### src/sv/rti_pkg.sv
// Shared types, constants and widths for the ray/triangle intersection block.
`default_nettype none

package rti_pkg;

	// Fixed field widths of the stream payloads.
	localparam int FIELD_W    = 60;
	localparam int IN_W       = 304;
	localparam int OUT_W      = 40;
	localparam int CFG_W      = 32;
	localparam int DIST_W     = 32;

	// Default formats and queue size.
	localparam int COORD_BITS  = 20;
	localparam int FRAC_BITS   = 12;
	localparam int QUEUE_DEPTH = 4;

	// Register indexes of the configuration port.
	typedef enum logic [0:0] {
		REG_DET_EPSILON  = 1'b0,
		REG_MIN_DISTANCE = 1'b1
	} reg_index_t;

	// Result codes.
	typedef enum logic [2:0] {
		OUT_HIT      = 3'd0,
		OUT_PARALLEL = 3'd1,
		OUT_U_RANGE  = 3'd2,
		OUT_V_RANGE  = 3'd3,
		OUT_FAR      = 3'd4
	} outcome_t;

	// Classification handed from front to back; OUT_HIT means the distance
	// still has to be divided out and checked.
	typedef struct packed {
		outcome_t code;
		logic     sat;
	} cls_t;

	localparam int CLS_W = $bits(cls_t);

endpackage

`default_nettype wire

### src/sv/rti_queue.sv
// Short register queue between the front and back parts.
`default_nettype none

module rti_queue #(
	parameter int WIDTH = 8,
	parameter int DEPTH = rti_pkg::QUEUE_DEPTH
) (
	input  wire logic             clk,
	input  wire logic             arst_n,
	input  wire logic             push,
	input  wire logic [WIDTH-1:0] wr_data,
	output logic                  full,
	input  wire logic             pop,
	output logic                  empty,
	output logic      [WIDTH-1:0] rd_data
);
	import rti_pkg::*;

	localparam int AW = $clog2(DEPTH);
	localparam int CNTW = $clog2(DEPTH + 1);

	logic [WIDTH-1:0] mem_q [DEPTH];
	logic [AW-1:0]    wr_ptr_q, rd_ptr_q;
	logic [CNTW-1:0]  count_q;

	assign full    = (count_q == CNTW'(DEPTH));
	assign empty   = (count_q == '0);
	assign rd_data = mem_q[rd_ptr_q];

	// Store pushed entries
	always_ff @(posedge clk) begin
		if (push) begin
			mem_q[wr_ptr_q] <= wr_data;
		end
	end

	// Advance pointers and fill level
	always_ff @(posedge clk or negedge arst_n) begin
		if (!arst_n) begin
			wr_ptr_q <= '0;
			rd_ptr_q <= '0;
			count_q  <= '0;
		end else begin
			if (push) begin
				wr_ptr_q <= wr_ptr_q + 1'b1;
			end
			if (pop) begin
				rd_ptr_q <= rd_ptr_q + 1'b1;
			end
			if (push && !pop) begin
				count_q <= count_q + 1'b1;
			end else if (pop && !push) begin
				count_q <= count_q - 1'b1;
			end
		end
	end

	a_no_overflow: assert property (@(posedge clk) disable iff (!arst_n) push |-> !full)
		else $error("queue push while full");
	a_no_underflow: assert property (@(posedge clk) disable iff (!arst_n) pop |-> !empty)
		else $error("queue pop while empty");
	a_count_up: assert property (@(posedge clk) disable iff (!arst_n)
		(push && !pop) |=> count_q == $past(count_q) + 1'b1)
		else $error("queue fill level lost a push");

endmodule

`default_nettype wire

### config.mk
export PLATFORM = sky130hd
export DESIGN_NAME = rti_queue
export DESIGN_NICKNAME = d
export VERILOG_FILES = /design/src/sv/rti_pkg.sv /design/src/sv/rti_queue.sv
export SDC_FILE = /design/constraint.sdc
export NUM_CORES = 1
export LEC_CHECK = 0
export CAP_MARGIN = 20
export CORE_AREA = 2 2 52 54
export DETAILED_ROUTE_END_ITERATION = 12
export DIE_AREA = 0 0 54 56
export DONT_BUFFER_PORTS = 1
export MAX_ROUTING_LAYER = met4
export PLACE_DENSITY = 0.78
export SYNTH_ARGS = -nofsm -noshare
export SYNTH_HDL_FRONTEND = slang
export SYNTH_SLANG_ARGS = --single-unit
export TNS_END_PERCENT = 20
### constraint.sdc
create_clock -name clk -period 2.19 [get_ports clk]
set_input_delay 0.219 -clock clk [delete_from_list [all_inputs] [get_ports clk]]
set_output_delay 0.219 -clock clk [all_outputs]
set_load 0.005 [all_outputs]
Word level (Yosys, flattened, before mapping)
Memory sizes are Yosys's and may differ from the RTL's. Cells that the tools add are included.

Add/sub/neg operators: 4. Eq/ne operators: 1. Multiplexer cells: 4. Reductions and logical operators: 6.

Operator list (number): 2-to-1 mux 3 bit (2); adder 2 x 1 -> 2 bit (second input constant) (2); adder 3 x 1 -> 3 bit (second input constant) (1); equality test 3 bit (second input constant) (1); logical NOT 3 bit (1); subtractor 3 x 1 -> 3 bit (second input constant) (1); logical AND 1 bit (2); logical NOT 1 bit (2); 2-to-1 mux 1 bit (2); nonzero test 2 bit (1).

Register bits after elaboration: 7. Memory bits (writable): 32. Input bits: 12. Output and inout bits: 10. Logic and storage cells: 19. Memories kept: 1.

Memories: mem_q (words 4, width 8, read ports 1, clocked after Yosys merged registers in 0, wr ports 1, RTL line rti_queue.sv:22) `logic [WIDTH-1:0] mem_q [DEPTH];`.

Logic depth before layout (Yosys ltp)
Gate-level depths: netlist of run 1.

Word-level depth: 4. Depth in mapped cells: 7. Gate-level depth less buffers: 7.

Least setup slack after synthesis of run 1
No wires, ideal clock.

Kind: flip-flop to flip-flop. Start: register count_q[0]. End: register count_q[2]. Setup time: 79 ps. Arrival time: 1237 ps. Data required time: 2111 ps. Setup slack: 874 ps. Stages on the path, launching flop included: 5. Path buffers: 0. Period minus slack after synthesis: 1316 ps. Cell sequence: dfrtp_1 fa_1 xor2_1 nor2_1 xor2_1.

Cells in the longest elaborated chain, start to end: 3. Elaborated cells on any way between the ends: 4. Classes of those cells: 2 x add/sub; 2 x mux.

RTL lines: from (decl) (RTL line rti_queue.sv:24) `logic [CNTW-1:0] count_q;`; from (signal assigned) (RTL line rti_queue.sv:51) `count_q <= count_q + 1'b1;`; from (signal assigned) (RTL line rti_queue.sv:53) `count_q <= count_q - 1'b1;`; subtractor 3 x 1 -> 3 bit (RTL line rti_queue.sv:53); 2-to-1 mux 3 bit (RTL line rti_queue.sv:52) `end else if (pop && !push) begin`; 2-to-1 mux 3 bit * (RTL line rti_queue.sv:50) `if (push && !pop) begin`.

Every way passes the cells marked *; elsewhere a longest branch is shown, timed or not. The select of a mux whose other input is x is not followed. A chain may end at the register's enable or synchronous reset.

Worst setup path in the final report of run 1
Start: register rd_ptr_q[0]. End: output port rd_data[6].

Cells in the longest elaborated chain, start to end: 1.

RTL lines: from (decl) (RTL line rti_queue.sv:23) `logic [AW-1:0] wr_ptr_q, rd_ptr_q;`; from (signal assigned) (RTL line rti_queue.sv:48) `rd_ptr_q <= rd_ptr_q + 1'b1;`; memory read (4 x 8 bit); to (decl) (RTL line rti_queue.sv:15) `output logic [WIDTH-1:0] rd_data`.

Every way passes these cells.

==> key figures, run 1 <==
Pwr
  • Pwr Total: 2.109 mW
  • Sw frac: 0.2900
  • Net Switching: roughly 0.61 mW
  • Leak pwr: 0.6289 nW
  • Cell internal pwr: 1.498 mW
  • VDD IR max: 0.0009965 V
  • Pwr/cell area: 1198 nW/um^2
  • Seq pwr share: 0.551
  • Combinational Power Share: 0.226
  • Clock power frac: 0.222

Timing
  • Highest clock rate: 523.2 MHz
  • Max-slew violation count: 0
  • Tightest Pin Transition: ~590 ps
  • Slew HR: 0.6065
  • Fin crit period: 1911 ps
  • Worst setup margin: 278.5 ps
  • Crit share post-route: 0.8728
  • Setup TNS: 0 ps
  • Final Hold Fails: 0
  • RSZ-0062 raised after global routing: no
  • Hold WS: 30.12 ps
  • Clock Skew: 4.243 ps
  • Setup Viol. Count Final: 0

Final layout
  • Non-Filler Instances: around 120
  • Most frequent cells in the layout: 32 x edfxtp_1, 11 x dlygate4sd3_1, 8 x mux4_2
  • Fillers: 153
  • Core Util, Final: 0.7238
  • Antenna Cells: 0
  • Finished Cell Area: 1760 sq um
  • Share of layout cells above drive strength 1: 0.1828
  • Area growth from synthesis to layout: 13.74%
  • Nets: 110
  • Most common cell after layout, fill and taps aside: edfxtp_1

Worst setup path
  • Critical path fanouts, max: 10
  • R2R Path End: count_q[2]
  • Flop2flop setup slack: around 760 ps
  • CP startpoint kind: register
  • Levels on crit path: 1
  • CP max stage cell: dfrtp_1
  • CP Cell Sequence: mux4_2
  • Worst Path Buf+Inv: 0
  • Worst r2r src: count_q[0]
  • Worst Setup End Kind: primary output
  • Critical Path RT: 1970 ps
  • Critical path type: register to primary output
  • Register-to-Register Path Depth: 4
  • CP peak stage delay: 740 ps
  • Arr. time, crit path: 1690 ps
  • Top delay family on crit path: flip-flops

Clock tree
  • Clock root cell: clkbuf_4
  • Cts repair resizes: 0
  • Clock buffer depth: 2
  • Worst-Skew Late Latency: about 340 ps
  • Clock Sinks: 39
  • CTS tree: yes
  • Hold_buf cts: 11
  • CTS buffer count: 5
  • H-tree depth: 2
  • Post-CTS setup buffer count: 0
  • CTS clk-pin slew, worst paths: between 100 and 150 ps

Placed design
  • Placed inst area: 1569 sq um
  • Hpwl dp: approximately 1.5 mm
  • Dpl ws: 651.2 ps
  • Routability congestion estimate: 0.6760
  • Count of buffers from port buffering: 0
  • Placed cells: 104

Logic synthesis
  • Synthesized cell area: 1548 sq um
  • FF+latch count, synth: 39
  • Cells after synthesis: 76
  • Syn Nets: 94
  • Post-Syn Area per Cell: 20.36 sq um
  • Yosys warnings: 0
  • Netlist cell types: 17
  • Post-synthesis sequential area ratio: 0.7340

Hold path
  • Hold path start: pop
  • Hold Path Class: input port to register
  • Min-Delay Endpoint: rd_ptr_q[1]
  • Min-Delay Path Depth: 2

Route
  • Final WL: 2.415 mm
  • Post-DRT Antenna Nets: 0
  • DR vias/cell: 5.805
  • Initial drt markers: 10
  • Post-route DRC: 0
  • Avg WL per Cell: 19.63 um
  • Routed vias: 714
  • DR pass1 iterations: 4

Floorplanning
  • Die footprint: 3024 sq um
  • Site Rows: 18
  • Die X-Extent: about 54 um
  • Die height: 56 um
  • IO Pins: 22
  • Initial Util: 0.6363
  • Std-Cell Core Area: 2432 sq um

Run status
  • Status: complete, no violations

Global route
  • Gr usage total: 0.2056
  • Largest net degree at the start of global routing: 14
  • Gr ovfl total: 0
  • First-pass GRT wire length: 3.898 mm
  • Initial antenna violation count: 0
  • Vias in the first global route: 789

Run
  • MaxCap Viol Count: 0
power groups by stage:
| stage | combinational [mW] | sequential (mW) | clock, mW |
|---|---|---|---|
| floorplan | 0.462 | 1.07 | 0 |
| global placement | 0.423 | 1.17 | 0 |
| detailed placement | 0.449 | 1.18 | 0 |
| CTS | 0.475 | 1.17 | 0.475 |
| global route | 0.533 | 1.20 | 0.512 |
| finish | 0.477 | 1.16 | 0.469 |
synthesized netlist by cell type:
master | instances | area (sq um)
buf_6 | 1 | 11.26
ha_1 | 5 | 62.56
nor2_1 | 1 | 3.750
buf_2 | 1 | 5.000
nand2_1 | 2 | 7.510
nor3b_1 | 1 | 7.510
and2_1 | 4 | 25.02
inv_1 | 4 | 15.01
o21ai_0 | 1 | 5.000
xor2_1 | 4 | 35.03
fa_1 | 1 | 20.02
mux4_2 | 8 | 180.2
dfrtp_1 | 7 | 175.2
mux2_2 | 1 | 11.26
nor3_1 | 1 | 5.000
xnor2_1 | 2 | 17.52
edfxtp_1 | 32 | 960.9
state kept, by name, indices dropped and copies added (netlist names):
signal    cells
rd_ptr_q      2
wr_ptr_q      2
mem_q        32
count_q       3
kinds of logic (layout without fill, tap and decap cells):
family,Yosys count,in the layout,synth area share
AND/OR/NAND/NOR,9,9,0.03152
AO/OA/AOI/OAI,1,1,0.003231
multiplexers,9,9,0.1237
XOR/XNOR,6,6,0.03395
buffers and inverters,6,23,0.02020
adder cells (fa/ha/maj),6,6,0.05336
flip-flops,39,39,0.7340
cell type report:
class | count | area, sq um | area share
inverter | 4 | 15.01 | 0.008529
tap | 30 | 37.54 | 0.02132
timing repair buffer | 11 | 110.1 | 0.06254
clock inverter | 3 | 43.79 | 0.02488
sequential | 39 | 1136 | 0.6453
multi-input combinational | 31 | 380.4 | 0.2161
clock buffer | 5 | 37.54 | 0.02132
worst max path at each step:
stage,from,end,slack [ps]
after floorplan,count_q[0],count_q[2],870
after global placement,rd_ptr_q[0],rd_data[6],660
after detailed placement,rd_ptr_q[0],rd_data[6],650
after CTS,rd_ptr_q[0],rd_data[6],250
after global routing,rd_ptr_q[0],rd_data[5],160
final,rd_ptr_q[0],rd_data[6],280
routing by layer:
layer  vias to the layer above  part of all wire  GRT usage
met3                         8             0.056    0.08871
met1                       355              0.40     0.2485
li1                        323                 -          -
met4                         0             0.026    0.09286
met2                        28              0.51     0.2979
met5                         -                 0          -
worst register-to-register path, delay by kind of cell, from the launching register on:
family        cells  cell delay, ps
xor+xnor          2             340
fa+ha+maj         1             450
flops             1             450
simple gates      1             120
Note: power is estimated with default switching activity, not from simulation.
==> run 2: changes to the inputs <==
- clock period: 2.19 -> 2.4 ns (I/O delays scaled with it)
==> key figures, run 2 (synthesis gave the netlist of run 1 again) <==
Global route
  • Gr usage total: 0.2024
  • Gr ovfl total: 0
  • Vias in the first global route: 744
  • Largest net degree at the start of global routing: 13
  • First-pass GRT wire length: 3.753 mm
  • Initial antenna violation count: 0

Clock tree
  • CTS buffer count: 5
  • Clock Sinks: 39
  • H-tree depth: 2
  • Cts repair resizes: 0
  • Worst-Skew Late Latency: roughly 340 ps
  • CTS clk-pin slew, worst paths: roughly 100 ps
  • Clock buffer depth: 2
  • Clock root cell: clkbuf_4
  • CTS tree: yes

Floorplanning
  • Site Rows: 18
  • IO Pins: 22
  • Die height: 56 um
  • Die X-Extent: 54 um
  • Std-Cell Core Area: 2432 sq um
  • Initial Util: 0.6363
  • Die footprint: roughly 3000 sq um

Worst setup path
  • Register-to-Register Path Depth: 4
  • Worst Setup End Kind: primary output
  • CP max stage cell: dfrtp_1
  • CP Cell Sequence: mux4_2
  • Critical Path RT: ~2200 ps
  • Critical path type: register to primary output
  • Top delay family on crit path: flip-flops
  • CP peak stage delay: between 700 and 800 ps
  • Worst Path Buf+Inv: 0
  • Flop2flop setup slack: between 900 and 1000 ps
  • R2R Path End: count_q[2]
  • Launch point of the worst path: rd_ptr_q[0]
  • Worst r2r src: count_q[0]
  • Levels on crit path: 1
  • Arr. time, crit path: 1700 ps
  • Crit path to: rd_data[3]
  • Critical path fanouts, max: 10
  • CP startpoint kind: register

Run
  • MaxCap Viol Count: 0

Timing
  • Slew HR: 0.5854
  • Final Hold Fails: 0
  • Setup Viol. Count Final: 0
  • Setup TNS: 0 ps
  • Crit share post-route: 0.8101
  • Max-slew violation count: 0
  • RSZ-0062 raised after global routing: no
  • Hold WS: 21.35 ps
  • Clock Skew: 6.494 ps
  • Tightest Pin Transition: 622.0 ps
  • Fin crit period: about 1900 ps
  • Highest clock rate: 514.3 MHz
  • Worst setup margin: 455.7 ps

Placed design
  • Dpl ws: 816.2 ps
  • Routability congestion estimate: around 0.67
  • Count of buffers from port buffering: 0
  • Placed inst area: around 1600 sq um
  • Placed cells: roughly 100

Final layout
  • Most frequent cells in the layout: 32 x edfxtp_1, 11 x dlygate4sd3_1, 8 x mux4_2
  • Max reg flops: 32
  • Share of layout cells above drive strength 1: 0.1720
  • Top Registers: mem_q (32), count_q (3)
  • Biggest register: mem_q
  • Core Util, Final: 0.7320
  • Most common cell after layout, fill and taps aside: edfxtp_1
  • Area growth from synthesis to layout: 15.04%
  • Nets: 110
  • Non-Filler Instances: 123
  • Finished Cell Area: 1780 sq um
  • Antenna Cells: 0

Route
  • Post-DRT Antenna Nets: 0
  • Routed vias: 709
  • Post-route DRC: 0
  • Final WL: roughly 2.4 mm
  • Initial drt markers: 18
  • Avg WL per Cell: about 20 um
  • DR vias/cell: roughly 5.8
  • DR pass1 iterations: 4

Pwr
  • Pwr/cell area: 1132 nW/um^2
  • Pwr Total: 2.016 mW
  • VDD IR max: approximately 0.00085 V
  • Leak pwr: 0.6362 nW

Hold path
  • Hold Path Class: input port to register
  • Min-Delay Path Depth: 2

Run status
  • Status: complete, no violations
[run 2: layer usage]
| layer | track usage | share of wire | vias to the layer above |
|---|---|---|---|
| met4 | 0.09643 | 0.023 | 0 |
| met3 | 0.08333 | 0.049 | 5 |
| li1 | - | - | 323 |
| met1 | 0.2428 | 0.39 | 360 |
| met5 | - | 0 | - |
| met2 | 0.2944 | 0.54 | 21 |
[run 2: area by class of cell]
| type | count | area (sq um) |
|---|---|---|
| inverters | 4 | 15.01 |
| clock buffers | 6 | 41.29 |
| multi-input cells | 31 | 380.4 |
| fillers | 154 | 651.9 |
| repair buffers | 11 | 110.1 |
| clock inverters | 2 | 60.06 |
| well taps | 30 | 37.54 |
| flip-flops and latches | 39 | 1136 |
[run 2: power breakdown]
part / internal [mW] / switching (mW)
Sequential: 0.906 / 0.160
Combinational: 0.239 / 0.189
Clock: 0.325 / 0.196
Total: 1.47 / 0.545
[run 2: worst min path at each step]
stage                start     endpoint  slack (ps)
floorplan           arst_n   count_q[0]         -60
global placement    arst_n   count_q[0]         -60
global route          push  wr_ptr_q[1]           5
finish                push  wr_ptr_q[1]          20
detailed placement  arst_n   count_q[0]         -60
CTS                   push  wr_ptr_q[1]           8
[run 2: what timing repair did]
action                    4_1_cts  5_1_grt
hold buffers                   11        0
setup buffers                   0        0
hold endpoints to repair       42        0
